**src/sv/was_pkg.sv**
```systemverilog
// was_pkg: field widths, mode and register codes, and the inter-module tag
// type of the wake alarm scheduler. No dependencies.
package was_pkg;

    // Field widths
    localparam int NOW_W         = 32;
    localparam int MODE_W        = 2;
    localparam int INTERVAL_W    = 16;
    localparam int ANCHOR_W      = 32;
    localparam int HOUR_W        = 5;
    localparam int MINUTE_W      = 6;
    localparam int SEC_BYTE_W    = 7;
    localparam int MIN_BYTE_W    = 7;
    localparam int HOUR_BYTE_W   = 6;

    // Configuration channel
    localparam int CFG_INDEX_W   = 3;
    localparam int CFG_DATA_W    = 32;

    localparam logic [CFG_INDEX_W-1:0] CFG_MODE     = 3'd0;
    localparam logic [CFG_INDEX_W-1:0] CFG_INTERVAL = 3'd1;
    localparam logic [CFG_INDEX_W-1:0] CFG_ANCHOR   = 3'd2;
    localparam logic [CFG_INDEX_W-1:0] CFG_HOUR     = 3'd3;
    localparam logic [CFG_INDEX_W-1:0] CFG_MINUTE   = 3'd4;

    // Schedule modes; the fourth code is rejected
    localparam logic [MODE_W-1:0] MODE_SYNC   = 2'd0;
    localparam logic [MODE_W-1:0] MODE_RESCUE = 2'd1;
    localparam logic [MODE_W-1:0] MODE_DAILY  = 2'd2;

    // Time constants
    localparam int SECS_PER_DAY  = 86400;
    localparam int PRE_WAKE      = 10;
    localparam int NEAR_WINDOW   = 5;

    // Period in seconds (65535 min * 60 < 2^22), time of day (< 2^17)
    localparam int PERIOD_W      = 22;
    localparam int TOD_W         = 17;
    localparam int DAY_OFF_W     = 17;

    // Alarm instant and its verdict, carried alongside the time-of-day stages
    typedef struct packed {
        logic             ok;
        logic [NOW_W-1:0] t;
    } was_tag_t;

endpackage

```
**src/sv/was_in_if.sv**
```systemverilog
// was_in_if: timestamp input channel (valid/ready plus current Unix time).
// Depends on was_pkg.
interface was_in_if import was_pkg::*; ();
    logic             valid;
    logic             ready;
    logic [NOW_W-1:0] now_seconds;

    modport source (output valid, output now_seconds, input ready);
    modport sink   (input valid, input now_seconds, output ready);
endinterface

```
**src/sv/was_out_if.sv**
```systemverilog
// was_out_if: alarm result channel (valid/ready plus alarm fields).
// Depends on was_pkg.
interface was_out_if import was_pkg::*; ();
    logic                   valid;
    logic                   ready;
    logic [NOW_W-1:0]       alarm_time;
    logic [SEC_BYTE_W-1:0]  seconds_byte;
    logic [MIN_BYTE_W-1:0]  minutes_byte;
    logic [HOUR_BYTE_W-1:0] hours_byte;
    logic                   scheduled;

    modport source (output valid, output alarm_time, output seconds_byte,
                    output minutes_byte, output hours_byte, output scheduled,
                    input ready);
    modport sink   (input valid, input alarm_time, input seconds_byte,
                    input minutes_byte, input hours_byte, input scheduled,
                    output ready);
endinterface

```
**src/sv/was_cfg_if.sv**
```systemverilog
// was_cfg_if: configuration write channel (valid/ready, register index, data).
// Depends on was_pkg.
interface was_cfg_if import was_pkg::*; ();
    logic                   valid;
    logic                   ready;
    logic [CFG_INDEX_W-1:0] index;
    logic [CFG_DATA_W-1:0]  data;

    modport source (output valid, output index, output data, input ready);
    modport sink   (input valid, input index, input data, output ready);
endinterface

```
**src/sv/was_div.sv**
```systemverilog
// was_div: pipelined restoring remainder unit, STEP dividend bits per stage,
// with a tag that travels alongside. Stand-alone, no package needed.
module was_div #(
    parameter int DIVIDEND_W = 32,
    parameter int DIVISOR_W  = 22,
    parameter int TAG_W      = 1,
    parameter int STEP       = 2
) (
    input  logic                  clk,
    input  logic                  rst_n,
    input  logic                  in_valid,
    output logic                  in_ready,
    input  logic [DIVIDEND_W-1:0] in_dividend,
    input  logic [DIVISOR_W-1:0]  in_divisor,
    input  logic [TAG_W-1:0]      in_tag,
    output logic                  out_valid,
    input  logic                  out_ready,
    output logic [DIVISOR_W-1:0]  out_rem,
    output logic [TAG_W-1:0]      out_tag
);

    localparam int NSTG = DIVIDEND_W / STEP;

    logic                  v_reg       [NSTG];
    logic [DIVISOR_W-1:0]  rem_reg     [NSTG];
    logic [DIVIDEND_W-1:0] dvd_reg     [NSTG];
    logic [DIVISOR_W-1:0]  dvs_reg     [NSTG];
    logic [TAG_W-1:0]      tag_reg     [NSTG];
    logic                  stage_ready [NSTG+1];

    assign stage_ready[NSTG] = out_ready;
    assign in_ready          = stage_ready[0];

    for (genvar k = 0; k < NSTG; k++)
    begin : g_stage
        logic                  src_valid;
        logic [DIVISOR_W-1:0]  src_rem;
        logic [DIVIDEND_W-1:0] src_dvd;
        logic [DIVISOR_W-1:0]  src_dvs;
        logic [TAG_W-1:0]      src_tag;
        logic [DIVISOR_W-1:0]  rem_next;
        logic [DIVIDEND_W-1:0] dvd_next;
        logic [DIVISOR_W:0]    trial;

        // Stage source: the input port or the previous stage
        if (k == 0)
        begin : g_first
            assign src_valid = in_valid;
            assign src_rem   = '0;
            assign src_dvd   = in_dividend;
            assign src_dvs   = in_divisor;
            assign src_tag   = in_tag;
        end
        else
        begin : g_rest
            assign src_valid = v_reg[k-1];
            assign src_rem   = rem_reg[k-1];
            assign src_dvd   = dvd_reg[k-1];
            assign src_dvs   = dvs_reg[k-1];
            assign src_tag   = tag_reg[k-1];
        end

        // Shift in STEP dividend bits, subtracting the divisor after each if it fits
        always_comb
        begin
            rem_next = src_rem;
            dvd_next = src_dvd;
            trial    = '0;
            for (int j = 0; j < STEP; j++)
            begin
                trial    = {rem_next, dvd_next[DIVIDEND_W-1]};
                dvd_next = {dvd_next[DIVIDEND_W-2:0], 1'b0};
                if (trial >= {1'b0, src_dvs})
                begin
                    trial = trial - {1'b0, src_dvs};
                end
                rem_next = trial[DIVISOR_W-1:0];
            end
        end

        // A stage moves when it is empty or its successor moves
        assign stage_ready[k] = !v_reg[k] || stage_ready[k+1];

        always_ff @(posedge clk or negedge rst_n)
        begin
            if (!rst_n)
            begin
                v_reg[k] <= 1'b0;
            end
            else if (stage_ready[k])
            begin
                v_reg[k] <= src_valid;
            end
        end

        always_ff @(posedge clk)
        begin
            if (stage_ready[k])
            begin
                rem_reg[k] <= rem_next;
                dvd_reg[k] <= dvd_next;
                dvs_reg[k] <= src_dvs;
                tag_reg[k] <= src_tag;
            end
        end
    end

    assign out_valid = v_reg[NSTG-1];
    assign out_rem   = rem_reg[NSTG-1];
    assign out_tag   = tag_reg[NSTG-1];

endmodule

```
**src/sv/was_tod.sv**
```systemverilog
// was_tod: splits a time of day into hours, minutes and seconds and packs them
// as BCD alarm bytes, five register stages. Depends on was_pkg, was_out_if.
module was_tod import was_pkg::*; (
    input  logic             clk,
    input  logic             rst_n,
    input  logic             in_valid,
    output logic             in_ready,
    input  logic [TOD_W-1:0] in_tod,
    input  was_tag_t         in_tag,
    was_out_if.source        alarm
);

    localparam int SECS_PER_HOUR = 3600;
    localparam int SECS_PER_MIN  = 60;
    // floor(2^22/3600) and floor(2^16/60): quotient is exact or one short
    localparam int RECIP_HOUR    = 1165;
    localparam int RECIP_HOUR_SH = 22;
    localparam int RECIP_MIN     = 1092;
    localparam int RECIP_MIN_SH  = 16;
    localparam int HPROD_W       = TOD_W + 11;
    localparam int HQ_W          = 5;
    localparam int HREM0_W       = 13;
    localparam int HREM_W        = 12;
    localparam int MPROD_W       = HREM_W + 11;
    localparam int MQ_W          = 6;
    localparam int MREM0_W       = 7;

    // Values below 60 to packed BCD (tens in bits 6:4)
    function automatic logic [6:0] bcd_of(input logic [5:0] v);
        logic [2:0] tens;
        logic [3:0] ones;
        if (v >= 6'd50)
            tens = 3'd5;
        else if (v >= 6'd40)
            tens = 3'd4;
        else if (v >= 6'd30)
            tens = 3'd3;
        else if (v >= 6'd20)
            tens = 3'd2;
        else if (v >= 6'd10)
            tens = 3'd1;
        else
            tens = 3'd0;
        ones = 4'(v - 6'(tens) * 6'd10);
        return {tens, ones};
    endfunction

    logic               t1_v_reg, t2_v_reg, t3_v_reg, t4_v_reg, o_v_reg;
    logic               t1_ready, t2_ready, t3_ready, t4_ready, o_ready;

    logic [TOD_W-1:0]   t1_tod_reg;
    logic [HQ_W-1:0]    t1_qh_reg;
    was_tag_t           t1_tag_reg;

    logic [HREM0_W-1:0] t2_hrem_reg;
    logic [HQ_W-1:0]    t2_qh_reg;
    was_tag_t           t2_tag_reg;

    logic [HREM_W-1:0]  t3_rem_reg;
    logic [HQ_W-1:0]    t3_h_reg;
    logic [MQ_W-1:0]    t3_qm_reg;
    was_tag_t           t3_tag_reg;

    logic [MREM0_W-1:0] t4_mrem_reg;
    logic [HQ_W-1:0]    t4_h_reg;
    logic [MQ_W-1:0]    t4_qm_reg;
    was_tag_t           t4_tag_reg;

    logic [NOW_W-1:0]       o_time_reg;
    logic [SEC_BYTE_W-1:0]  o_sec_reg;
    logic [MIN_BYTE_W-1:0]  o_min_reg;
    logic [HOUR_BYTE_W-1:0] o_hour_reg;
    logic                   o_ok_reg;

    logic [HPROD_W-1:0] hprod;
    logic [HQ_W-1:0]    t1_qh_next;
    logic [HREM0_W-1:0] t2_hrem_next;
    logic               h_over;
    logic [HQ_W-1:0]    t3_h_next;
    logic [HREM_W-1:0]  t3_rem_next;
    logic [MPROD_W-1:0] mprod;
    logic [MQ_W-1:0]    t3_qm_next;
    logic [MREM0_W-1:0] t4_mrem_next;
    logic               m_over;
    logic [MQ_W-1:0]    min_val;
    logic [MQ_W-1:0]    sec_val;
    logic [6:0]         hour_bcd;

    // Ready chain: a stage moves when empty or its successor moves
    assign o_ready  = !o_v_reg  || alarm.ready;
    assign t4_ready = !t4_v_reg || o_ready;
    assign t3_ready = !t3_v_reg || t4_ready;
    assign t2_ready = !t2_v_reg || t3_ready;
    assign t1_ready = !t1_v_reg || t2_ready;
    assign in_ready = t1_ready;

    // Stage 1: hour estimate by reciprocal
    assign hprod      = HPROD_W'(in_tod) * HPROD_W'(RECIP_HOUR);
    assign t1_qh_next = hprod[RECIP_HOUR_SH +: HQ_W];

    // Stage 2: remainder of the hour estimate
    assign t2_hrem_next = HREM0_W'(t1_tod_reg
                                   - TOD_W'(t1_qh_reg) * TOD_W'(SECS_PER_HOUR));

    // Stage 3: hour correction, minute estimate
    assign h_over      = t2_hrem_reg >= HREM0_W'(SECS_PER_HOUR);
    assign t3_h_next   = h_over ? t2_qh_reg + HQ_W'(1) : t2_qh_reg;
    assign t3_rem_next = h_over ? HREM_W'(t2_hrem_reg - HREM0_W'(SECS_PER_HOUR))
                                : HREM_W'(t2_hrem_reg);
    assign mprod       = MPROD_W'(t3_rem_next) * MPROD_W'(RECIP_MIN);
    assign t3_qm_next  = mprod[RECIP_MIN_SH +: MQ_W];

    // Stage 4: remainder of the minute estimate
    assign t4_mrem_next = MREM0_W'(t3_rem_reg - HREM_W'(t3_qm_reg) * HREM_W'(SECS_PER_MIN));

    // Stage 5: minute correction and BCD packing
    assign m_over   = t4_mrem_reg >= MREM0_W'(SECS_PER_MIN);
    assign min_val  = m_over ? t4_qm_reg + MQ_W'(1) : t4_qm_reg;
    assign sec_val  = m_over ? MQ_W'(t4_mrem_reg - MREM0_W'(SECS_PER_MIN))
                             : MQ_W'(t4_mrem_reg);
    assign hour_bcd = bcd_of(MQ_W'(t4_h_reg));

    always_ff @(posedge clk or negedge rst_n)
    begin
        if (!rst_n)
        begin
            t1_v_reg <= 1'b0;
            t2_v_reg <= 1'b0;
            t3_v_reg <= 1'b0;
            t4_v_reg <= 1'b0;
            o_v_reg  <= 1'b0;
        end
        else
        begin
            if (t1_ready) t1_v_reg <= in_valid;
            if (t2_ready) t2_v_reg <= t1_v_reg;
            if (t3_ready) t3_v_reg <= t2_v_reg;
            if (t4_ready) t4_v_reg <= t3_v_reg;
            if (o_ready)  o_v_reg  <= t4_v_reg;
        end
    end

    always_ff @(posedge clk)
    begin
        if (t1_ready)
        begin
            t1_tod_reg <= in_tod;
            t1_qh_reg  <= t1_qh_next;
            t1_tag_reg <= in_tag;
        end
        if (t2_ready)
        begin
            t2_hrem_reg <= t2_hrem_next;
            t2_qh_reg   <= t1_qh_reg;
            t2_tag_reg  <= t1_tag_reg;
        end
        if (t3_ready)
        begin
            t3_rem_reg <= t3_rem_next;
            t3_h_reg   <= t3_h_next;
            t3_qm_reg  <= t3_qm_next;
            t3_tag_reg <= t2_tag_reg;
        end
        if (t4_ready)
        begin
            t4_mrem_reg <= t4_mrem_next;
            t4_h_reg    <= t3_h_reg;
            t4_qm_reg   <= t3_qm_reg;
            t4_tag_reg  <= t3_tag_reg;
        end
        if (o_ready)
        begin
            o_time_reg <= t4_tag_reg.t;
            o_sec_reg  <= bcd_of(sec_val);
            o_min_reg  <= bcd_of(min_val);
            o_hour_reg <= hour_bcd[HOUR_BYTE_W-1:0];
            o_ok_reg   <= t4_tag_reg.ok;
        end
    end

    // Rejected items carry time zero, so their bytes are zero as well
    assign alarm.valid        = o_v_reg;
    assign alarm.alarm_time   = o_time_reg;
    assign alarm.seconds_byte = o_sec_reg;
    assign alarm.minutes_byte = o_min_reg;
    assign alarm.hours_byte   = o_hour_reg;
    assign alarm.scheduled    = o_ok_reg;

endmodule

```
**src/sv/wake_alarm_scheduler.sv**
```systemverilog
// wake_alarm_scheduler: top level; configuration registers, slot arithmetic,
// the slot remainder pipeline and the day remainder. Depends on was_pkg, the
// channel interfaces, was_div and was_tod.
//
//   channel    | dir | modport | transaction
//   -----------+-----+---------+--------------------------------------------
//   cfg        | in  | sink    | register index and write data
//   timestamp  | in  | sink    | now_seconds
//   alarm      | out | source  | alarm_time, BCD bytes, scheduled flag
//
// One timestamp is accepted per cycle unless the pipeline is stalled; each
// gives one alarm transaction after stage A, the slot remainder pipeline
// that retires DIV_STEP dividend bits per stage, stages B to H and was_tod.
// Every stage holds its valid bit and moves only when empty or when its
// successor moves, so a stalled alarm channel fills bubbles before it
// blocks timestamp. Reset clears the configuration registers and all valid
// bits; there is no clearing pass. Configuration writes are always taken.
module wake_alarm_scheduler import was_pkg::*; #(
    parameter int DIV_STEP = 2
) (
    input  logic     clk,
    input  logic     rst_n,
    was_cfg_if.sink  cfg,
    was_in_if.sink   timestamp,
    was_out_if.source alarm
);

    localparam int HOUR_SECS = 3600;
    localparam int MIN_SECS  = 60;
    // floor(2^32/86400): day quotient is exact or one short
    localparam int DAY_RECIP    = 49710;
    localparam int DAY_RECIP_SH = 32;
    localparam int DQ_W         = 16;
    localparam int DPROD_W      = NOW_W + DQ_W;
    localparam int DREM_W       = 18;

    // Configuration registers and values derived from them
    logic [MODE_W-1:0]     mode_reg;
    logic [INTERVAL_W-1:0] interval_reg;
    logic [ANCHOR_W-1:0]   anchor_reg;
    logic [HOUR_W-1:0]     hour_reg;
    logic [MINUTE_W-1:0]   minute_reg;
    logic [PERIOD_W-1:0]   period_reg;
    logic [PERIOD_W-1:0]   period_next;
    logic                  use_anchor_reg;
    logic                  use_anchor_next;
    logic [DAY_OFF_W-1:0]  day_off_reg;
    logic [DAY_OFF_W-1:0]  day_off_next;
    logic [NOW_W-1:0]      period32;

    // Pipeline stages around the divider
    logic             a_v_reg, b_v_reg, c_v_reg, d_v_reg, e_v_reg;
    logic             a_ready, b_ready, c_ready, d_ready, e_ready;
    logic [NOW_W-1:0] a_now_reg, a_dvd_reg, a_dvd_next;
    logic [NOW_W-1:0] b_now_reg, b_base_reg, b_base_next;
    logic             b_early_reg, b_early_next;
    logic [NOW_W-1:0] c_now_reg, c_slot_reg, c_slot_next, c_day_reg, c_day_next;
    logic [NOW_W-1:0] d_now_reg, d_slot_reg, d_slot_next, d_day_reg, d_day_next;
    logic [NOW_W-1:0] e_t_reg, e_t_next;
    logic             e_ok_reg, e_ok_next;
    logic [NOW_W-1:0] near_limit, sync_slot;

    logic                 d1_in_ready, d1_valid;
    logic [PERIOD_W-1:0]  d1_divisor, d1_rem;
    logic [NOW_W-1:0]     d1_now;

    // Day remainder stages
    logic                 f_v_reg, g_v_reg, h_v_reg;
    logic                 f_ready, g_ready, h_ready, tod_ready;
    logic [DPROD_W-1:0]   dprod;
    logic [DQ_W-1:0]      f_q_next, f_q_reg;
    was_tag_t             f_tag_reg, g_tag_reg, h_tag_reg;
    logic [DREM_W-1:0]    g_rem_next, g_rem_reg;
    logic [TOD_W-1:0]     h_tod_next, h_tod_reg;

    // Register writes
    assign cfg.ready = 1'b1;

    always_ff @(posedge clk or negedge rst_n)
    begin
        if (!rst_n)
        begin
            mode_reg       <= MODE_SYNC;
            interval_reg   <= '0;
            anchor_reg     <= '0;
            hour_reg       <= '0;
            minute_reg     <= '0;
            period_reg     <= '0;
            use_anchor_reg <= 1'b0;
            day_off_reg    <= '0;
        end
        else
        begin
            if (cfg.valid)
            begin
                unique case (cfg.index)
                    CFG_MODE:     mode_reg     <= cfg.data[MODE_W-1:0];
                    CFG_INTERVAL: interval_reg <= cfg.data[INTERVAL_W-1:0];
                    CFG_ANCHOR:   anchor_reg   <= cfg.data[ANCHOR_W-1:0];
                    CFG_HOUR:     hour_reg     <= cfg.data[HOUR_W-1:0];
                    CFG_MINUTE:   minute_reg   <= cfg.data[MINUTE_W-1:0];
                    default:      ;
                endcase
            end
            period_reg     <= period_next;
            use_anchor_reg <= use_anchor_next;
            day_off_reg    <= day_off_next;
        end
    end

    // Period in seconds as 64x - 4x; daily offset from the start of the day
    assign period_next     = PERIOD_W'({interval_reg, 6'b0}) - PERIOD_W'({interval_reg, 2'b0});
    assign use_anchor_next = (anchor_reg != '0) && (interval_reg != '0);
    assign day_off_next    = DAY_OFF_W'(hour_reg) * DAY_OFF_W'(HOUR_SECS)
                           + DAY_OFF_W'(minute_reg) * DAY_OFF_W'(MIN_SECS);
    assign period32        = NOW_W'(period_reg);

    // Ready chain
    assign a_ready         = !a_v_reg || d1_in_ready;
    assign b_ready         = !b_v_reg || c_ready;
    assign c_ready         = !c_v_reg || d_ready;
    assign d_ready         = !d_v_reg || e_ready;
    assign e_ready         = !e_v_reg || f_ready;
    assign f_ready         = !f_v_reg || g_ready;
    assign g_ready         = !g_v_reg || h_ready;
    assign h_ready         = !h_v_reg || tod_ready;
    assign timestamp.ready = a_ready;

    // Stage A: dividend is now (daily) or the distance from the anchor
    assign a_dvd_next = (mode_reg == MODE_DAILY) ? timestamp.now_seconds
                                                 : timestamp.now_seconds - anchor_reg;
    assign d1_divisor = (mode_reg == MODE_DAILY) ? PERIOD_W'(SECS_PER_DAY) : period_reg;

    was_div #(
        .DIVIDEND_W (NOW_W),
        .DIVISOR_W  (PERIOD_W),
        .TAG_W      (NOW_W),
        .STEP       (DIV_STEP)
    ) u_slot_div (
        .clk         (clk),
        .rst_n       (rst_n),
        .in_valid    (a_v_reg),
        .in_ready    (d1_in_ready),
        .in_dividend (a_dvd_reg),
        .in_divisor  (d1_divisor),
        .in_tag      (a_now_reg),
        .out_valid   (d1_valid),
        .out_ready   (b_ready),
        .out_rem     (d1_rem),
        .out_tag     (d1_now)
    );

    // Stage B: now less remainder (slot base or start of day)
    assign b_base_next  = d1_now - NOW_W'(d1_rem);
    assign b_early_next = d1_now < anchor_reg;

    // Stage C: aligned slot and today's daily instant
    assign c_slot_next = use_anchor_reg ? (b_early_reg ? anchor_reg : b_base_reg + period32)
                                        : b_now_reg + period32;
    assign c_day_next  = b_base_reg + NOW_W'(day_off_reg);

    // Stage D: pre-wake, and roll the daily instant to tomorrow if passed
    assign d_slot_next = (c_slot_reg > NOW_W'(PRE_WAKE)) ? c_slot_reg - NOW_W'(PRE_WAKE)
                                                         : c_slot_reg;
    assign d_day_next  = (c_day_reg <= c_now_reg) ? c_day_reg + NOW_W'(SECS_PER_DAY)
                                                  : c_day_reg;

    // Stage E: push a near slot one period on, then pick by mode
    assign near_limit = d_now_reg + NOW_W'(NEAR_WINDOW);
    assign sync_slot  = (d_slot_reg <= near_limit) ? d_slot_reg + period32 : d_slot_reg;

    always_comb
    begin
        e_t_next  = '0;
        e_ok_next = 1'b0;
        unique case (mode_reg)
            MODE_SYNC:
            begin
                e_t_next  = sync_slot;
                e_ok_next = 1'b1;
            end
            MODE_RESCUE:
            begin
                e_ok_next = interval_reg != '0;
                e_t_next  = e_ok_next ? d_now_reg + period32 : '0;
            end
            MODE_DAILY:
            begin
                e_t_next  = d_day_reg;
                e_ok_next = 1'b1;
            end
            default:
            begin
                e_t_next  = '0;
                e_ok_next = 1'b0;
            end
        endcase
    end

    // Stage F: day quotient estimate by reciprocal
    assign dprod    = DPROD_W'(e_t_reg) * DPROD_W'(DAY_RECIP);
    assign f_q_next = dprod[DAY_RECIP_SH +: DQ_W];

    // Stage G: remainder of the estimate, below two days so 18 bits hold it
    assign g_rem_next = DREM_W'(f_tag_reg.t) - DREM_W'(f_q_reg) * DREM_W'(SECS_PER_DAY);

    // Stage H: correct a quotient that came out one short
    assign h_tod_next = (g_rem_reg >= DREM_W'(SECS_PER_DAY))
                      ? TOD_W'(g_rem_reg - DREM_W'(SECS_PER_DAY))
                      : TOD_W'(g_rem_reg);

    always_ff @(posedge clk or negedge rst_n)
    begin
        if (!rst_n)
        begin
            a_v_reg <= 1'b0;
            b_v_reg <= 1'b0;
            c_v_reg <= 1'b0;
            d_v_reg <= 1'b0;
            e_v_reg <= 1'b0;
            f_v_reg <= 1'b0;
            g_v_reg <= 1'b0;
            h_v_reg <= 1'b0;
        end
        else
        begin
            if (a_ready) a_v_reg <= timestamp.valid;
            if (b_ready) b_v_reg <= d1_valid;
            if (c_ready) c_v_reg <= b_v_reg;
            if (d_ready) d_v_reg <= c_v_reg;
            if (e_ready) e_v_reg <= d_v_reg;
            if (f_ready) f_v_reg <= e_v_reg;
            if (g_ready) g_v_reg <= f_v_reg;
            if (h_ready) h_v_reg <= g_v_reg;
        end
    end

    always_ff @(posedge clk)
    begin
        if (a_ready)
        begin
            a_now_reg <= timestamp.now_seconds;
            a_dvd_reg <= a_dvd_next;
        end
        if (b_ready)
        begin
            b_now_reg   <= d1_now;
            b_base_reg  <= b_base_next;
            b_early_reg <= b_early_next;
        end
        if (c_ready)
        begin
            c_now_reg  <= b_now_reg;
            c_slot_reg <= c_slot_next;
            c_day_reg  <= c_day_next;
        end
        if (d_ready)
        begin
            d_now_reg  <= c_now_reg;
            d_slot_reg <= d_slot_next;
            d_day_reg  <= d_day_next;
        end
        if (e_ready)
        begin
            e_t_reg  <= e_t_next;
            e_ok_reg <= e_ok_next;
        end
        if (f_ready)
        begin
            f_q_reg      <= f_q_next;
            f_tag_reg.ok <= e_ok_reg;
            f_tag_reg.t  <= e_t_reg;
        end
        if (g_ready)
        begin
            g_rem_reg <= g_rem_next;
            g_tag_reg <= f_tag_reg;
        end
        if (h_ready)
        begin
            h_tod_reg <= h_tod_next;
            h_tag_reg <= g_tag_reg;
        end
    end

    // Time of day of the alarm instant
    was_tod u_tod (
        .clk      (clk),
        .rst_n    (rst_n),
        .in_valid (h_v_reg),
        .in_ready (tod_ready),
        .in_tod   (h_tod_reg),
        .in_tag   (h_tag_reg),
        .alarm    (alarm)
    );

endmodule

```
**src/flat_wrapper.sv**
```systemverilog
// flat-port wrapper written by rule: the top's interface ports become plain ports
module wake_alarm_scheduler_flat import was_pkg::*;
#(
    parameter int DIV_STEP = 2
)
  (clk, rst_n, cfg_valid, cfg_index, cfg_data, cfg_ready, timestamp_valid, timestamp_now_seconds, timestamp_ready, alarm_valid, alarm_alarm_time, alarm_seconds_byte, alarm_minutes_byte, alarm_hours_byte, alarm_scheduled, alarm_ready);
  was_cfg_if cfg_i ();
  was_in_if timestamp_i ();
  was_out_if alarm_i ();
  input  logic clk;
  input  logic rst_n;
  input wire logic [$bits(cfg_i.valid)-1:0] cfg_valid;
  input wire logic [$bits(cfg_i.index)-1:0] cfg_index;
  input wire logic [$bits(cfg_i.data)-1:0] cfg_data;
  output wire logic [$bits(cfg_i.ready)-1:0] cfg_ready;
  input wire logic [$bits(timestamp_i.valid)-1:0] timestamp_valid;
  input wire logic [$bits(timestamp_i.now_seconds)-1:0] timestamp_now_seconds;
  output wire logic [$bits(timestamp_i.ready)-1:0] timestamp_ready;
  output wire logic [$bits(alarm_i.valid)-1:0] alarm_valid;
  output wire logic [$bits(alarm_i.alarm_time)-1:0] alarm_alarm_time;
  output wire logic [$bits(alarm_i.seconds_byte)-1:0] alarm_seconds_byte;
  output wire logic [$bits(alarm_i.minutes_byte)-1:0] alarm_minutes_byte;
  output wire logic [$bits(alarm_i.hours_byte)-1:0] alarm_hours_byte;
  output wire logic [$bits(alarm_i.scheduled)-1:0] alarm_scheduled;
  input wire logic [$bits(alarm_i.ready)-1:0] alarm_ready;
  assign cfg_i.valid = cfg_valid;
  assign cfg_i.index = cfg_index;
  assign cfg_i.data = cfg_data;
  assign cfg_ready = cfg_i.ready;
  assign timestamp_i.valid = timestamp_valid;
  assign timestamp_i.now_seconds = timestamp_now_seconds;
  assign timestamp_ready = timestamp_i.ready;
  assign alarm_valid = alarm_i.valid;
  assign alarm_alarm_time = alarm_i.alarm_time;
  assign alarm_seconds_byte = alarm_i.seconds_byte;
  assign alarm_minutes_byte = alarm_i.minutes_byte;
  assign alarm_hours_byte = alarm_i.hours_byte;
  assign alarm_scheduled = alarm_i.scheduled;
  assign alarm_i.ready = alarm_ready;
  wake_alarm_scheduler #(.DIV_STEP(DIV_STEP)) u_core (.clk(clk), .rst_n(rst_n), .cfg(cfg_i), .timestamp(timestamp_i), .alarm(alarm_i));
endmodule
```
**config.mk**
```make
export PLATFORM = sky130hd
export DESIGN_NAME = wake_alarm_scheduler_flat
export DESIGN_NICKNAME = d
export VERILOG_FILES = /design/src/sv/was_pkg.sv /design/src/sv/was_in_if.sv /design/src/sv/was_out_if.sv /design/src/sv/was_cfg_if.sv /design/src/sv/was_div.sv /design/src/sv/was_tod.sv /design/src/sv/wake_alarm_scheduler.sv /design/src/flat_wrapper.sv
export SDC_FILE = /design/constraint.sdc
export NUM_CORES = 2
export LEC_CHECK = 0
export ABC_CLOCK_PERIOD_IN_PS = 47400
export BUFFER_PORTS_ARGS = -buffer_cell sky130_fd_sc_hd__buf_2
export CAP_MARGIN = 20
export CORE_AREA = 2 2 625 627
export CTS_BUF_LIST = sky130_fd_sc_hd__clkbuf_4 sky130_fd_sc_hd__clkbuf_8 sky130_fd_sc_hd__clkbuf_16
export DETAILED_ROUTE_END_ITERATION = 10
export DIE_AREA = 0 0 627 629
export GPL_ROUTABILITY_DRIVEN = 0
export PLACE_DENSITY = 0.54
export SYNTH_ARGS = -nofsm -noshare
export SYNTH_HDL_FRONTEND = slang
export SYNTH_SLANG_ARGS = --single-unit
```
**constraint.sdc**
```tcl
create_clock -name clk -period 47.4 [get_ports clk]
set_input_delay 9.48 -clock clk [delete_from_list [all_inputs] [get_ports clk]]
set_output_delay 9.48 -clock clk [all_outputs]
set_load 0.005 [all_outputs]
```
==> results.cfg <==
[run_status]
run_status = completed

[route]
detail_route.first_pass.iterations = 6
dr_total_vias = 82700
detail_route.vias_per_cell = 4.94
wl_per_cell_um = 19.4
antenna_left = 0
dr.first_iter.drc_count = 5833
wl_mm = 324
remaining_drc_errors = 0

[floorplanning]
floorplan.die.height_um = 629
fp.dieArea_um2 = 394000
start_util_pct = 33.9
rows = 229
dieWidth_um = 627
core_area_um2 = 388000
pin_count = 128

[sta]
final_min_period_over_clock_period_pct = 50.9
timing.final.hold_violations = 0
worst_slew_margin_rel_pct = 26.4
drv_slew = 0
final-setup-viol-count = 0
setup_total_negative_slack_ns = 0
layout_setup_ws_ns = 23.25
unrepaired_setup_endpoints_after_global_routing = false
max_freq_mhz = 41.4
min_period_ns = 24.15
finalClockSkew_ns = 0.113
max_slew.worst_pin.slew_ns = 1.10

[worst_setup_path]
critical_path_peak_fanout = 37
kind_of_critical_path = in -> out
delay_contributed_by_the_slowest_stage_of_the_critical_path_ns = 0.71
worst_path_dominant_cell_family = simple AND/OR/NAND/NOR gates
timing.critical_path.depth = 13
crit_path_cell_trace = buf_2 > nor2b_1 > nand2_2 > nor2_1 > nand2_2 > nor3_1 > nand2_4 > nor2_1 > nand3_4 > nor2_1 > nand4_1 > buf_4 > buf_2
cell_depth_of_the_worst_flop_to_flop_path = 24
cp-start-kind = input port
r2r_slack_ns = 39.34
worst_path_most_repeated_cell = nor2_1
timing.critical_path.to_type = output pin
endpoint_of_the_most_critical_register_to_register_path = u_core.u_slot_div.rem_reg[1][119]
critical_path.slowest_cell = nor3_1
critical_path.n_buffers_inverters = 3
regToRegStartpoint = u_core.u_slot_div.dvs_reg[1][91]
worstPathRequired_ns = 37.92
cp_data_arrival_time_ns = 14.67

[global_routing]
gr-usage-all-layers_pct = 16.1
grt_start_max_net_pins = 90
vias_in_the_first_global_route = 80900
grt_antenna_before_repair = 30
overflow = 0
global_route_wire_length_before_repair_mm = 492

[logic_synthesis]
synth_cell_type_count = 94
average_cell_area_after_synthesis_um2 = 12.0
mappedNetlistArea_um2 = 131000
ys_async_sr_fraction_pct = 5.59
post_synthesis_cell_count = 11000
postSynthNetCount = 12600
synth-edff-count = 2128
ys_warn_count = 0
yosys_most_used_dff = edfxtp_1
synth.yosys.seq_area_share_pct = 51.0
ys_seq_elements = 2254

[min_path]
timing.hold.worst.class = reg -> reg
min_from = u_core.u_slot_div.tag_reg[0][182]
whs_endpoint = u_core.u_slot_div.tag_reg[0][214]
whs_path_depth = 0

[job]
timing.max_cap.violations = 0

[cts]
clockBufferDepth = 4
ctsRootBufferMaster = clkbuf_16
post-cts-setup-buffers = 0
clk_pin_slew_worst_paths_ns = 0.06
clk-insertion-delay-late_ns = 0.89
tritoncts = built
post_cts_resize_count = 0
ctsHtreeMaxLevel = 5
clock_sinks = 2254
cts-hold-fix-buffers = 0
cts-buffers-inserted = 263

[placed_design]
detailedPlacementHpwl_mm = 256
preCtsSetupSlack_ns = 22.58
place.port_buffers = 126

[layout]
layout-area-overhead-vs-synth_pct = 12.5
n_fill_cell = 37400
nets = 12900
largest_reg_flops = 512
drive_gt1_share_pct = 10.4
per-stage QoR:
stage               utilization [%]  hold WS [ns]  cells  area (µm²)
global route                   38.1         0.385  16700      148000
global placement               35.8         0.401  16200      139000
detailed placement             35.8         0.405  16200      139000
floorplan                         -         0.400  11000      131000
finish                         38.1         0.376  16700      148000
CTS                            38.1         0.376  16700      148000
worst register-to-register path: stages, from the launching register on:
cell and delay (ns):
edfxtp_1 0.44, inv_1 0.15, ha_1 0.26, nor2b_1 0.13, o21ai_0 0.19, a21boi_0 0.15, o21ai_0 0.28, a21oi_1 0.24
a311oi_1 0.72, o21ai_0 0.33, a21bo_2 0.50, o21ai_0 0.50, inv_1 0.09, ha_1 0.29, nor2b_1 0.13, o21ai_0 0.22
a21oi_1 0.15, o31ai_1 0.39, a31oi_1 0.23, o41ai_1 0.51, o41a_1 0.32, o21ai_0 0.09, a21oi_1 0.27, o211a_1 0.75
mux2_2 0.42
kinds of logic (layout without fill, tap and decap cells):
logic type | after synthesis | after routing | synth area share (%)
and+or+nand+nor | 2334 | 2334 | 8.66
DFF | 2254 | 2254 | 51.0
AOI/OAI and AO/OA | 2234 | 2234 | 10.8
adders and majority gates | 1549 | 1549 | 16.1
buffers and inverters | 1265 | 1801 | 3.65
xor gates and xnor gates | 858 | 858 | 5.72
muxes | 490 | 490 | 4.13
other | 1 | 11 | 0.00285
final cells by class:
class / instances / area, µm² / area share (%)
inverter: 1118 / 4210 / 2.85
antenna: 10 / 25.0 / 0.0169
timing repair buffer: 211 / 1390 / 0.940
multi-input combinational: 7466 / 59800 / 40.5
sequential: 2254 / 67100 / 45.4
tap: 5197 / 6500 / 4.40
clock buffer: 329 / 7180 / 4.86
clock inverter: 143 / 1660 / 1.12
synth_stat cells, types with 23 or more instances:
| library cell | instances | area, µm² |
|---|---|---|
| a211oi_1 | 75 | 563 |
| a21boi_0 | 49 | 368 |
| a21o_1 | 297 | 2230 |
| a21oi_1 | 678 | 3390 |
| a31oi_1 | 73 | 457 |
| and2_1 | 29 | 181 |
| and3_1 | 65 | 407 |
| buf_2 | 23 | 115 |
| clkbuf_1 | 106 | 398 |
| dfrtp_1 | 126 | 3150 |
| edfxtp_1 | 2128 | 63900 |
| fa_1 | 232 | 4640 |
| ha_1 | 1315 | 16500 |
| inv_1 | 1117 | 4190 |
| mux2_2 | 414 | 4660 |
| mux2i_1 | 76 | 761 |
| nand2_1 | 559 | 2100 |
| nand2b_1 | 142 | 888 |
| nand3_1 | 155 | 776 |
| nand4_1 | 143 | 895 |
| nor2_1 | 649 | 2440 |
| nor2b_1 | 141 | 882 |
| nor3_1 | 188 | 941 |
| nor4_1 | 58 | 363 |
| o211ai_1 | 43 | 323 |
| o21a_1 | 129 | 968 |
| o21ai_0 | 485 | 2430 |
| o21bai_1 | 84 | 631 |
| o31a_1 | 25 | 219 |
| o31ai_1 | 54 | 405 |
| or2_2 | 41 | 257 |
| or3_1 | 51 | 319 |
| xnor2_1 | 566 | 4960 |
| xor2_1 | 292 | 2560 |
placed cells by master, fill, tap and decap left out, drive strengths merged, types with 25 or more instances in the layout:
cell       n
nor2b    141
nand4    143
nand3    156
edfxtp  2128
o31ai     56
o21bai    84
and3      65
xnor2    566
o211ai    43
dfrtp    126
o21a     129
nor4      58
nor3     189
xor2     292
or3       52
or2       42
a31oi     73
and2      30
o31a      25
ha      1315
mux2     414
nor2     650
fa       232
nand2    559
a211oi    75
clkbuf   330
mux2i     76
buf      209
clkinv    79
a21oi    678
a21boi    50
nand2b   142
a21o     297
o21ai    493
inv     1138
per-layer routing:
metal  wire length, µm  global-route usage (%)  part of all wire, %
met5                65                       0                0.020
met4              9290                    4.49                  2.9
met3             14600                    2.33                  4.5
met2            152000                    26.8                   47
met1            148000                    21.9                   46
worst max path at each step:
| stage | start | end |
|---|---|---|
| after floorplan | alarm_ready | timestamp_ready |
| after global placement | alarm_ready | timestamp_ready |
| after detailed placement | alarm_ready | timestamp_ready |
| after CTS | alarm_ready | timestamp_ready |
| after global routing | alarm_ready | timestamp_ready |
| final | alarm_ready | timestamp_ready |
Power is left out: the tool's default activity adds up to more than one toggle a clock period on the data nets, which glitch-free logic cannot reach.
